File: config.mk
export PLATFORM = sky130hd
export DESIGN_NAME = jsu_back_flat
export DESIGN_NICKNAME = d
export VERILOG_FILES = /design/src/jsu_pkg.sv /design/src/jsu_out_if.sv /design/src/jsu_back.sv /design/src/flat_wrapper.sv
export SDC_FILE = /design/constraint.sdc
export NUM_CORES = 1
export LEC_CHECK = 0
export BUFFER_PORTS_ARGS = -buffer_cell sky130_fd_sc_hd__buf_2
export CAP_MARGIN = 15
export CORE_ASPECT_RATIO = 1.75
export CORE_MARGIN = 4
export CORE_UTILIZATION = 49
export DETAILED_ROUTE_END_ITERATION = 12
export HOLD_SLACK_MARGIN = 0.03
export PLACE_DENSITY = 0.86
export SETUP_SLACK_MARGIN = 0.02
export SLEW_MARGIN = 25
export SYNTH_ARGS = -nofsm -noshare
export SYNTH_HDL_FRONTEND = slang
export SYNTH_SLANG_ARGS = --single-unit
File: constraint.sdc
create_clock -name i_clk -period 16 [get_ports i_clk]
set_input_delay 4.8 -clock i_clk [delete_from_list [all_inputs] [get_ports i_clk]]
set_output_delay 4.8 -clock i_clk [all_outputs]
set_load 0.02 [all_outputs]
File: src/jsu_pkg.sv
package jsu_pkg;

    localparam int COUNT_WIDTH_DEF = 16;
    localparam int QDEPTH_DEF      = 2;
    localparam int CMD_UNITS       = 3;
    localparam int CAP_WIDTH       = 16;
    localparam logic [CAP_WIDTH-1:0] CAP_RESET = 16'd256;

    // characters the decoder looks at
    localparam logic [7:0] CH_QUOTE  = 8'h22;
    localparam logic [7:0] CH_BSLASH = 8'h5C;
    localparam logic [7:0] CH_SPACE  = 8'h20;
    localparam logic [7:0] CH_TAB    = 8'h09;
    localparam logic [7:0] CH_LF     = 8'h0A;
    localparam logic [7:0] CH_CR     = 8'h0D;
    localparam logic [7:0] CH_BS     = 8'h08;
    localparam logic [7:0] CH_FF     = 8'h0C;
    localparam logic [7:0] CH_QMARK  = 8'h3F;
    localparam logic [7:0] CH_LO_N   = 8'h6E;
    localparam logic [7:0] CH_LO_R   = 8'h72;
    localparam logic [7:0] CH_LO_T   = 8'h74;
    localparam logic [7:0] CH_LO_B   = 8'h62;
    localparam logic [7:0] CH_LO_F   = 8'h66;
    localparam logic [7:0] CH_LO_U   = 8'h75;
    localparam logic [7:0] CH_LO_A   = 8'h61;
    localparam logic [7:0] CH_UP_A   = 8'h41;
    localparam logic [7:0] CH_UP_F   = 8'h46;
    localparam logic [7:0] CH_DIG_0  = 8'h30;
    localparam logic [7:0] CH_DIG_9  = 8'h39;

    localparam logic [15:0] HI_SUR_LO = 16'hD800;
    localparam logic [15:0] HI_SUR_HI = 16'hDBFF;
    localparam logic [15:0] LO_SUR_LO = 16'hDC00;
    localparam logic [15:0] LO_SUR_HI = 16'hDFFF;
    localparam logic [20:0] CP_SUPP   = 21'h10000;
    localparam logic [20:0] CP_REPL   = 21'h0FFFD;
    localparam logic [20:0] CP_LIM1   = 21'h80;
    localparam logic [20:0] CP_LIM2   = 21'h800;
    localparam logic [7:0]  UTF_CONT  = 8'h80;
    localparam logic [7:0]  UTF_LEAD2 = 8'hC0;
    localparam logic [7:0]  UTF_LEAD3 = 8'hE0;
    localparam logic [7:0]  UTF_LEAD4 = 8'hF0;

    typedef enum logic [2:0] {
        PH_WS, PH_STR, PH_ESC, PH_HEX, PH_HI_BS, PH_HI_U, PH_HI_HEX, PH_DONE
    } t_phase;

    typedef enum logic [1:0] {
        ST_NOSTR = 2'd0,
        ST_OK    = 2'd1,
        ST_OVF   = 2'd2
    } t_status;

    typedef enum logic [1:0] {
        U_NONE, U_CP, U_RAW, U_STAT
    } t_ukind;

    // one output unit: a code point to encode, a raw byte, or the status
    typedef struct packed {
        t_ukind      kind;
        logic [20:0] val;
    } t_unit;

    // all results of one input transfer
    typedef struct packed {
        t_unit [CMD_UNITS-1:0] u;
        logic [1:0]            n;
    } t_cmd;

    function automatic logic [2:0] cp_len(input logic [20:0] cp);
        if (cp < CP_LIM1)      return 3'd1;
        else if (cp < CP_LIM2) return 3'd2;
        else if (cp < CP_SUPP) return 3'd3;
        else                   return 3'd4;
    endfunction

endpackage

File: src/jsu_out_if.sv
interface jsu_out_if;
    logic       valid;
    logic       ready;
    logic [7:0] out_byte;
    logic       is_status;
    logic [1:0] status;
    logic       run_last;

    modport source(output valid, out_byte, is_status, status, run_last, input ready);
    modport sink(input valid, out_byte, is_status, status, run_last, output ready);
endinterface

File: src/jsu_back.sv
module jsu_back (
    input  logic          i_clk,
    input  logic          i_rst_n,
    input  jsu_pkg::t_cmd i_head,
    input  logic          i_empty,
    output logic          o_pop,
    jsu_out_if.source     o_res
);
    import jsu_pkg::*;

    logic [1:0] r_uidx, r_bidx;
    logic       r_ovalid;
    logic [7:0] r_byte;
    logic       r_is_stat;
    logic [1:0] r_stat;
    logic       r_last;

    t_unit      w_u;
    logic [2:0] w_len;
    logic [1:0] w_rem;
    logic [7:0] w_byte;
    logic       w_ulast, w_clast, w_adv, w_fire;

    always_comb begin
        w_u    = i_head.u[r_uidx];
        w_len  = (w_u.kind == U_CP) ? cp_len(w_u.val) : 3'd1;
        // continuation bytes left after this one
        w_rem  = 2'(w_len - 3'd1 - {1'b0, r_bidx});
        w_byte = 8'd0;
        unique case (w_u.kind)
            U_CP: begin
                if (r_bidx != 2'd0) begin
                    unique case (w_rem)
                        2'd0:    w_byte = UTF_CONT | {2'b0, w_u.val[5:0]};
                        2'd1:    w_byte = UTF_CONT | {2'b0, w_u.val[11:6]};
                        default: w_byte = UTF_CONT | {2'b0, w_u.val[17:12]};
                    endcase
                end else begin
                    unique case (w_len)
                        3'd1:    w_byte = w_u.val[7:0];
                        3'd2:    w_byte = UTF_LEAD2 | {3'b0, w_u.val[10:6]};
                        3'd3:    w_byte = UTF_LEAD3 | {4'b0, w_u.val[15:12]};
                        default: w_byte = UTF_LEAD4 | {5'b0, w_u.val[20:18]};
                    endcase
                end
            end
            U_RAW:  w_byte = w_u.val[7:0];
            U_STAT: w_byte = 8'd0;
            U_NONE: w_byte = 8'd0;
        endcase
        w_ulast = (w_rem == 2'd0);
        w_clast = w_ulast && (r_uidx == 2'(i_head.n - 2'd1));
        w_adv   = !r_ovalid || o_res.ready;
        w_fire  = w_adv && !i_empty;
        o_pop   = w_fire && w_clast;
    end

    always_ff @(posedge i_clk) begin
        if (!i_rst_n) begin
            r_uidx   <= '0;
            r_bidx   <= '0;
            r_ovalid <= 1'b0;
        end else begin
            if (w_adv) r_ovalid <= !i_empty;
            if (w_fire) begin
                if (w_clast) begin
                    r_uidx <= '0;
                    r_bidx <= '0;
                end else if (w_ulast) begin
                    r_uidx <= r_uidx + 2'd1;
                    r_bidx <= '0;
                end else begin
                    r_bidx <= r_bidx + 2'd1;
                end
            end
        end
    end

    always_ff @(posedge i_clk) begin
        if (w_fire) begin
            r_byte    <= w_byte;
            r_is_stat <= (w_u.kind == U_STAT);
            r_stat    <= (w_u.kind == U_STAT) ? w_u.val[1:0] : ST_NOSTR;
            r_last    <= w_clast;
        end
    end

    assign o_res.valid     = r_ovalid;
    assign o_res.out_byte  = r_byte;
    assign o_res.is_status = r_is_stat;
    assign o_res.status    = r_stat;
    assign o_res.run_last  = r_last;

    a_byte_no_status: assert property (@(posedge i_clk) disable iff (!i_rst_n)
        (r_ovalid && !r_is_stat) |-> (r_stat == ST_NOSTR))
        else $error("status set on a data byte");
    a_status_closes: assert property (@(posedge i_clk) disable iff (!i_rst_n)
        (r_ovalid && r_is_stat) |-> (r_last && r_byte == 8'd0))
        else $error("status result not last of its transfer");
    a_mid_cmd_held: assert property (@(posedge i_clk) disable iff (!i_rst_n)
        (r_uidx != 2'd0 || r_bidx != 2'd0) |-> !i_empty)
        else $error("command left queue before all bytes sent");

endmodule

File: src/flat_wrapper.sv
// flat-port wrapper written by rule: the top's interface ports become plain ports
module jsu_back_flat import jsu_pkg::*;
  (i_clk, i_rst_n, i_head, i_empty, o_pop, o_res_valid, o_res_out_byte, o_res_is_status, o_res_status, o_res_run_last, o_res_ready);
  jsu_out_if o_res_i ();
  input  logic i_clk;
  input  logic i_rst_n;
  input  jsu_pkg::t_cmd i_head;
  input  logic i_empty;
  output logic o_pop;
  output wire logic [$bits(o_res_i.valid)-1:0] o_res_valid;
  output wire logic [$bits(o_res_i.out_byte)-1:0] o_res_out_byte;
  output wire logic [$bits(o_res_i.is_status)-1:0] o_res_is_status;
  output wire logic [$bits(o_res_i.status)-1:0] o_res_status;
  output wire logic [$bits(o_res_i.run_last)-1:0] o_res_run_last;
  input wire logic [$bits(o_res_i.ready)-1:0] o_res_ready;
  assign o_res_valid = o_res_i.valid;
  assign o_res_out_byte = o_res_i.out_byte;
  assign o_res_is_status = o_res_i.is_status;
  assign o_res_status = o_res_i.status;
  assign o_res_run_last = o_res_i.run_last;
  assign o_res_i.ready = o_res_ready;
  jsu_back u_core (.i_clk(i_clk), .i_rst_n(i_rst_n), .i_head(i_head), .i_empty(i_empty), .o_pop(o_pop), .o_res(o_res_i));
endmodule
== Word-level counts from Yosys, hierarchy flattened ==
Index checks and enable logic that the tools add are counted.
Widths: inputs -> output; s select.
Operators by class
  $lt $le $gt $ge: 4
  $add $sub $neg: 5
  reduce and logical (&&, ||, !) cells: 12
  equal/unequal tests: 8
  multiplexer cells: 14
Operator list (number)
  $pmux 8 s3: 2
  $bmux 23 s2: 1
  $mux 23: 1
  $lt 21x12->1 const B: 1
  $lt 21x17->1 const B: 1
  $lt 21x8->1 const B: 1
  $mux 3: 4
  $pmux 6 s2: 1
  $mux 2: 4
  $mux 8: 1
  $eq 3x2->1 const B: 2
  $add 2x1->2 const B: 2
  $eq 2x1->1 const B: 2
  $eq 2x2->1 const B: 2
  $logic_not 2->1: 2
  $reduce_bool 2->1: 2
  $sub 2x1->2 const B: 2
  $eq 3x1->1 const B: 1
  $logic_and 1x1->1: 3
  $lt 2x3->1 const B: 1
  $eq 2x2->1: 1
  $logic_not 1->1: 2
  $reduce_and 2->1: 1
  $reduce_or 2->1: 1
  2 further kinds: 2
Storage, ports and cells
  flip-flop bits (word level): 17
  logic and storage cells: 50
  output and inout bits: 14

== Depth between registers and ports, before layout ==
Gate-level depths: netlist of the first run.
  depth after elaboration: 13
  gate-level depth with buffers: 14

== Worst setup path after synthesis of the first run ==
Ideal clock, no wire load.
  path kind: input port to output port
  start: input port i_head[38] (netlist bit)
  end: output port o_pop
  arrival time: 7446 ps
  required time: 11200 ps
  setup slack: 3754 ps
  stages on the path: 11
  cells stage by stage: mux2i_1 o2bb2ai_1 a2111oi_2 and2_0 o21ai_0 ha_1 xnor2_1 xnor2_2 buf_2 nand2_1 nor3_1
On the way
  longest elaborated chain between the ends: 12
  elaborated cells between the ends (all ways): 14
Ends and longest elaborated chain
  start, declared: RTL line flat_wrapper.sv:7  | input jsu_pkg::t_cmd i_head;
  $bmux 23 s2 (*): RTL line jsu_back.sv:25  | w_u = i_head.u[r_uidx];
  $mux 23 (not written as such) (*): RTL line jsu_back.sv:25
  $lt 21x17->1: RTL line jsu_pkg.sv:73  | else if (cp < CP_SUPP) return 3'd3;
  $mux 3: RTL line jsu_pkg.sv:73
  $mux 3: RTL line jsu_pkg.sv:72  | else if (cp < CP_LIM2) return 3'd2;
  $mux 3 (*): RTL line jsu_pkg.sv:71  | if (cp < CP_LIM1) return 3'd1;
  $mux 3 (*): RTL line jsu_back.sv:26  | w_len = (w_u.kind == U_CP) ? cp_len(w_u.val) : 3'd1;
  $sub 2x1->2 (*): RTL line jsu_back.sv:28  | w_rem = 2'(w_len - 3'd1 - {1'b0, r_bidx});
  $sub 2x2->2 (*): RTL line jsu_back.sv:28
  $logic_not 2->1 (*): RTL line jsu_back.sv:51  | w_ulast = (w_rem == 2'd0);
  $logic_and 1x1->1 (*): RTL line jsu_back.sv:52  | w_clast = w_ulast && (r_uidx == 2'(i_head.n - 2'd1));
  $logic_and 1x1->1 (*): RTL line jsu_back.sv:55  | o_pop = w_fire && w_clast;
  end, declared: RTL line flat_wrapper.sv:9  | output logic o_pop;
Mark *: on every way between the ends. The rest lies on a longest branch, timed or not. The select of a mux whose other input is x is not followed.

== Worst setup path after layout of the first run ==
Same ends and word-level chain as after synthesis.

==> results of run 1 <==
[stage by stage]
| step | area, um2 | total power [mW] | cells | setup slack, ns | utilization [%] |
|---|---|---|---|---|---|
| after floorplan | 1700 | 0.147 | 201 | 3.75 | - |
| after global placement | 2140 | 0.174 | 324 | 3.55 | 63.8 |
| after detailed placement | 2140 | 0.175 | 324 | 3.47 | 63.8 |
| after CTS | 2190 | 0.206 | 328 | 3.47 | 65.1 |
| after global routing | 2190 | 0.221 | 328 | 3.00 | 65.3 |
| final | 2190 | 0.206 | 328 | 3.46 | 65.3 |
[tightest hold or removal path, cell delays in order, from the launching register on]
cell                      delay (ns)
sky130_fd_sc_hd__dfxtp_1        0.31
sky130_fd_sc_hd__nand3_1        0.05
sky130_fd_sc_hd__o21ai_0        0.06
[kinds of logic (layout without fill, tap and decap cells)]
| family | count (synthesis) | count (layout) |
|---|---|---|
| buf+inv | 22 | 104 |
| xor+xnor | 3 | 3 |
| flops | 17 | 17 |
| mux | 30 | 30 |
| fa+ha+maj | 2 | 2 |
| compound gates | 61 | 61 |
| simple gates | 66 | 66 |
[placed cells by master, fill, tap and decap left out, types with 2 or more instances in the layout]
master                       n
sky130_fd_sc_hd__nand3_1    10
sky130_fd_sc_hd__dfxtp_1     5
sky130_fd_sc_hd__nand2b_1    2
sky130_fd_sc_hd__xnor2_1     2
sky130_fd_sc_hd__ha_1        2
sky130_fd_sc_hd__buf_2      88
sky130_fd_sc_hd__clkbuf_8    3
sky130_fd_sc_hd__nand2_1    24
sky130_fd_sc_hd__a21oi_1     7
sky130_fd_sc_hd__a31oi_1     5
sky130_fd_sc_hd__mux2i_1    29
sky130_fd_sc_hd__edfxtp_1   12
sky130_fd_sc_hd__o21ai_0    12
sky130_fd_sc_hd__buf_4       2
sky130_fd_sc_hd__a211oi_1    2
sky130_fd_sc_hd__and2_1      4
sky130_fd_sc_hd__a221o_1     4
sky130_fd_sc_hd__a2bb2oi_1   9
sky130_fd_sc_hd__inv_1       9
sky130_fd_sc_hd__nor2_1     15
sky130_fd_sc_hd__o2bb2ai_1   9
sky130_fd_sc_hd__nor3_1      4
[report_power, final]
group          internal [mW]  switching (mW)  leakage [nW]
registers             0.0561         0.00147         0.161
logic                 0.0486          0.0694         0.770
clock network         0.0176          0.0124        0.0228
[metal layers]
layer  part of all wire [%]  track usage (%)  routed length, um  vias to the layer above
li1                       -                -                  -                      927
met1                     35             22.2               1650                      810
met3                    4.1             1.57                192                       17
met2                     56             41.2               2620                       62
met4                    4.5             14.0                211                        0
met5                      0                0                  0                        -
[cell type report]
type / instances / area share [%]
Clock buffer: 4 / 2.05
Sequential cell: 17 / 21.0
Tap cell: 45 / 2.57
Timing Repair Buffer: 90 / 20.8
Inverter: 10 / 1.71
Multi-Input combinational cell: 162 / 51.9
[worst max-delay path by stage]
stage	slack, ns	endpoint	startpoint	depth (start not counted)
after floorplan	3.75	o_pop	i_head[38]	11
after CTS	3.47	o_pop	i_head[38]	13
after global placement	3.55	o_pop	i_head[38]	13
final	3.46	o_pop	i_head[38]	13
after global routing	3.00	o_pop	i_head[38]	13
after detailed placement	3.47	o_pop	i_head[38]	13
[flip-flops by register name, summed over array words and instances, names as in the netlist]
| register | cells |
|---|---|
| u_core.r_bidx | 2 |
| u_core.o_res.is_status | 1 |
| u_core.o_res.status | 2 |
| u_core.o_res.run_last | 1 |
| u_core.r_uidx | 2 |
| u_core.o_res.valid | 1 |
| u_core.o_res.out_byte | 8 |
==> key figures, run 1 <==
Floorplanning
  • Chip width: 52.5 um
  • Starting density of the core: 50.4%
  • Die ar.: around 4500 um2
  • Boundary pin count: 89
  • Core Rows: 28
  • Die height: 85.8 um
  • Floorplan core area: 3360 um2

Worst setup path
  • Largest stage delay, worst path: around 0.59 ns
  • Worst Path Arrival: 7.74 ns
  • Critical Path RT: between 10 and 15 ns
  • Crit. End Element: output pin
  • Slowest stage cell, crit path: sky130_fd_sc_hd__a2111oi_2
  • Critical-path cell list: buf_2 -> mux2i_1 -> o2bb2ai_1 -> a2111oi_2 -> and2_0 -> a31oi_1 -> o21ai_0 -> ha_1 -> xnor2_1 -> xnor2_2 -> nand2_1 -> nor3_1 -> buf_2
  • Family with the most delay on the worst path: compound AO/OA/AOI/OAI gates
  • Number of buffers and inverters on the critical path: 2
  • Classification of the worst setup path: in -> out
  • Sort of element at the start of the critical path: input pin
  • Reg-to-reg setup timing slack: ~12 ns
  • Endpoint of the worst register-to-register path: u_core.o_res.out_byte[1]
  • Worst Reg-to-Reg Cells: 12
  • Crit-path max FO: 13
  • Most used cell along the critical path: sky130_fd_sc_hd__buf_2
  • Launching point of the worst reg2reg path: u_core.r_uidx[0]

Clock network
  • CTS hold repair buffers: 0
  • Sink Count: 17
  • Clock transition at the registers of the reported paths: around 0.060 ns
  • H-tree depth: 1
  • TritonCTS clock tree: done
  • Total setup buffers inserted after CTS: 0
  • Post-cts repair resize count: 0
  • CTS Root Cell: sky130_fd_sc_hd__clkbuf_8
  • Clock insertion delay at the later pin of the skew report: 0.24 ns
  • Maximum buffer depth of the clock tree: 2
  • Number of buffers created by CTS: 3

STA
  • Min Clock Period, post-route: 12.54 ns
  • Number of max-slew violations in the final report: 0
  • Count of endpoints failing hold in the final timing report: 0
  • Setup repair after global routing missed its margin: no
  • Headroom to the max-slew limit: 56.3%
  • Final period utilization: 78.4%
  • Clock Skews: 0.00264 ns
  • Smallest hold slack: 0.471 ns
  • Timing-limited maximum frequency: 79.8 MHz
  • Final-layout setup total negative slack: 0 ns
  • Final-report setup violation count: 0
  • Least-Margin Pin Slew: 0.649 ns

GRT
  • Remaining global-route overflow: 0
  • Initial antenna violation count: 0
  • Maximum number of pins on one net before global-route repair: 31
  • Global-route wire length before repair: 7640 um
  • Total routing usage reported by global routing: 22.1%
  • Vias in the first global route: 1784

Outcome
  • Status: complete, no violations

Placement
  • HPWL after detailed placement: between 3000 and 4000 um
  • GP Congestion: 1.03
  • Number of buffers inserted by port buffering: 88

Worst hold path
  • Hold path startpoint: u_core.r_bidx[0]
  • Instance count along the most critical hold path: 2
  • Hold EP: u_core.r_bidx[0]
  • Worst hold path type: reg -> reg

Drt
  • DR WL/cell: 14.2 um
  • Avg Vias per Cell: 5.54
  • Violation count after the first detailed-routing iteration: 31
  • Routed via count: 1816
  • Total wire length: 4670 um
  • Remaining antenna violation count: 0
  • DRC violations left: 0
  • First-pass iteration count of the detailed router: 4

Run
  • Number of max-capacitance violations reported: 0

Layout
  • Number of fill cells: 334
  • Ant diodes: 0
  • Multi-input combinational cell area: 1140 um2
  • Net count reported at finish: between 300 and 400
  • Area Growth Syn to Fin: 29.4%
  • Fraction of layout cells with a size suffix above 1: 35.3%
  • Flip-flop and latch area: 460 um2

Synth
  • Number of flops mapped to enable cells by yosys: 12
  • Simple logic cell fraction of the synthesized area: 17.8%
  • Most instantiated flip-flop cell in the synthesis netlist: sky130_fd_sc_hd__edfxtp_1
  • Multiplexer fraction of the synthesized cell area: 18.0%
  • Most common library cells after synthesis: sky130_fd_sc_hd__mux2i_1, sky130_fd_sc_hd__nand2_1, sky130_fd_sc_hd__nor2_1
  • Top cell type by total area after synthesis: sky130_fd_sc_hd__edfxtp_1
  • Combinational family with the most area after synthesis: compound AO/OA/AOI/OAI gates
  • Synthesized-area fraction occupied by ao, oa, aoi and oai cells: between 20 and 30%
  • Most common cell in the synthesized netlist: sky130_fd_sc_hd__mux2i_1
  • Cell count after synthesis: 201
  • Adder-cell share of the synthesized area: 1.47%
  • Number of distinct library cell variants in the gate-level netlist after synthesis: 45
  • Seq/Total Area, Yosys: 27.1%
  • Synth Cell Area: approximately 1700 um2
  • Post-Synth XOR/XNOR Area: ~2.0%
  • Syn nets: 278
  • Share of Yosys cell area claimed by the top area cell type: between 20% and 30%
  • Synth top area cells: sky130_fd_sc_hd__edfxtp_1, sky130_fd_sc_hd__mux2i_1, sky130_fd_sc_hd__dfxtp_1, sky130_fd_sc_hd__nand2_1, sky130_fd_sc_hd__a2bb2oi_1
  • Mean instance size in the synthesized netlist: 8.44 um2
  • Share of synthesized flip-flops with an asynchronous set or reset: 0%
  • Flops & latches, synth: 17
  • Synthesis warning total: 0

Pwr
  • Leakage Power: roughly 0.95 nW
  • Worst IR drop on VDD: around 0.000063 V
  • Cell area power density: around 94 nW/um2
Note: power is estimated with default switching activity, not from simulation.
==> run 2, diff against run 1 <==
- CORE_UTILIZATION: 49 -> 46
- PLACE_DENSITY: 0.86 -> 0.81
- clock period: 16 -> 11.55 ns (I/O delays scaled with it)
==> key figures, run 2 (synthesized netlist as in run 1, its figures left out) <==
Outcome
  • Status: complete, no violations

Worst hold path
  • Worst hold path type: reg -> reg

Clock network
  • Total setup buffers inserted after CTS: 0
  • H-tree depth: 1
  • TritonCTS clock tree: done
  • Clock insertion delay at the later pin of the skew report: 0.25 ns
  • CTS Root Cell: sky130_fd_sc_hd__clkbuf_8
  • Clock transition at the registers of the reported paths: 0.06 ns
  • Number of buffers created by CTS: 3
  • Sink Count: 17
  • Post-cts repair resize count: 0
  • CTS hold repair buffers: 0
  • Maximum buffer depth of the clock tree: 2

STA
  • Headroom to the max-slew limit: 54.6%
  • Count of endpoints failing hold in the final timing report: 0
  • Number of max-slew violations in the final report: 0
  • Least-Margin Pin Slew: 0.675 ns
  • Setup WS post-layout: 1.68 ns
  • Clock Skews: 0.00282 ns
  • Min Clock Period, post-route: 9.87 ns
  • Timing-limited maximum frequency: 101 MHz
  • Final period utilization: 85.5%
  • Setup repair after global routing missed its margin: no
  • Final-report setup violation count: 0
  • Final-layout setup total negative slack: 0 ns

Worst setup path
  • Crit. End Element: output pin
  • Critical-path cell list: buf_2 -> mux2i_1 -> o2bb2ai_1 -> a2111oi_2 -> and2_0 -> a31oi_1 -> o21ai_0 -> ha_1 -> xnor2_1 -> xnor2_2 -> nand2_1 -> nor3_1 -> buf_2
  • Largest stage delay, worst path: 0.59 ns
  • Most used cell along the critical path: sky130_fd_sc_hd__buf_2
  • Worst Path Arrival: 6.41 ns
  • Crit-path max FO: 13
  • Sort of element at the start of the critical path: input pin
  • Classification of the worst setup path: in -> out
  • Slowest stage cell, crit path: sky130_fd_sc_hd__a2111oi_2
  • Critical Path RT: 8.09 ns

Layout
  • Net count reported at finish: between 300 and 400
  • Commonest cells after routing, fill and taps aside: sky130_fd_sc_hd__buf_2, sky130_fd_sc_hd__mux2i_1, sky130_fd_sc_hd__nand2_1
  • Number of fill cells: 332
  • Ant diodes: 0
  • Area Growth Syn to Fin: 29.5%
  • Final core utilization: 61.2%
  • Fraction of layout cells with a size suffix above 1: a little over a third
  • Final Cell Area: 2200 um2
  • Flip-flop count of the largest register after layout: 8
  • Most common library cell in the layout ignoring fill and taps: sky130_fd_sc_hd__buf_2

Drt
  • Total wire length: ~4700 um
  • Violation count after the first detailed-routing iteration: 63
  • Remaining antenna violation count: 0
  • Avg Vias per Cell: 5.67
  • DRC violations left: 0
  • First-pass iteration count of the detailed router: 5
  • Routed via count: 1866
  • DR WL/cell: 14.4 um

Placement
  • Cell area after placement: 2150 um2
  • HPWL after detailed placement: approximately 4000 um
  • Worst slack at placement: approximately 1.7 ns
  • Number of buffers inserted by port buffering: between 80 and 90
  • GP Congestion: roughly 1

GRT
  • Vias in the first global route: 1760
  • Total routing usage reported by global routing: between 20% and 30%
  • Global-route wire length before repair: 7360 um
  • Initial antenna violation count: 0
  • Maximum number of pins on one net before global-route repair: 31
  • Remaining global-route overflow: 0

Pwr
  • Leakage Power: 0.957 nW
  • Worst IR drop on VDD: between 0.00006 and 0.00007 V
  • Power Total: 0.286 mW
  • Cell area power density: around 130 nW/um2

Floorplanning
  • Chip width: between 50 and 60 um
  • Core Rows: 29
  • Floorplan core area: 3590 um2
  • Die ar.: 4760 um2
  • Boundary pin count: just under 90
  • Die height: 88.3 um
  • Starting density of the core: 47.2%

Run
  • Number of max-capacitance violations reported: 0
[run 2: worst paths after layout]
| kind | slack, ns | endpoint | startpoint | cells after the start |
|---|---|---|---|---|
| min | 0.47 | u_core.r_bidx[0] | u_core.r_bidx[0] | 2 |
| min reg2reg | 0.47 | u_core.r_bidx[0] | u_core.r_bidx[0] | 2 |
| max reg2reg | 7.34 | u_core.o_res.out_byte[1] | u_core.r_uidx[0] | 12 |
| max | 1.68 | o_pop | i_head[38] | 13 |
[run 2: cell type report]
class / instances / area (um2) / area share (%)
clock buffer: 3 / 41.3 / 1.88
clock inverter: 1 / 5.00 / 0.228
inverter: 10 / 37.5 / 1.71
multi-input combinational: 162 / 1140 / 51.9
sequential: 17 / 460 / 21.0
tap: 46 / 57.6 / 2.62
timing repair buffer: 90 / 455 / 20.7
[run 2: critical path, delay by kind of cell]
family	cells	cell delay (ns)
and+or+nand+nor	3	0.67
adders and majority gates	1	0.18
muxes	1	0.12
AOI/OAI and AO/OA	4	0.97
xor gates and xnor gates	2	0.69
buffers and inverters	2	0.29
[run 2: routing by layer]
layer,vias up,GRT usage [%],share of wire [%]
met4,0,13.0,3.5
met1,841,20.5,33
li1,931,-,-
met2,76,38.5,59
met5,-,0,0
met3,18,0.843,5.1
[run 2: through the flow]
step | std cells | hold WS [ns]
floorplan | 201 | 0.444
global placement | 325 | 0.454
detailed placement | 325 | 0.464
CTS | 329 | 0.474
global route | 329 | 0.529
finish | 329 | 0.471
[run 2: where the power goes]
| group | switching [mW] | leakage (nW) | total (mW) | internal [mW] |
|---|---|---|---|---|
| Combinational | 0.0959 | 0.770 | 0.163 | 0.0671 |
| Clock | 0.0190 | 0.0255 | 0.0429 | 0.0239 |
| Sequential | 0.00219 | 0.161 | 0.0799 | 0.0777 |
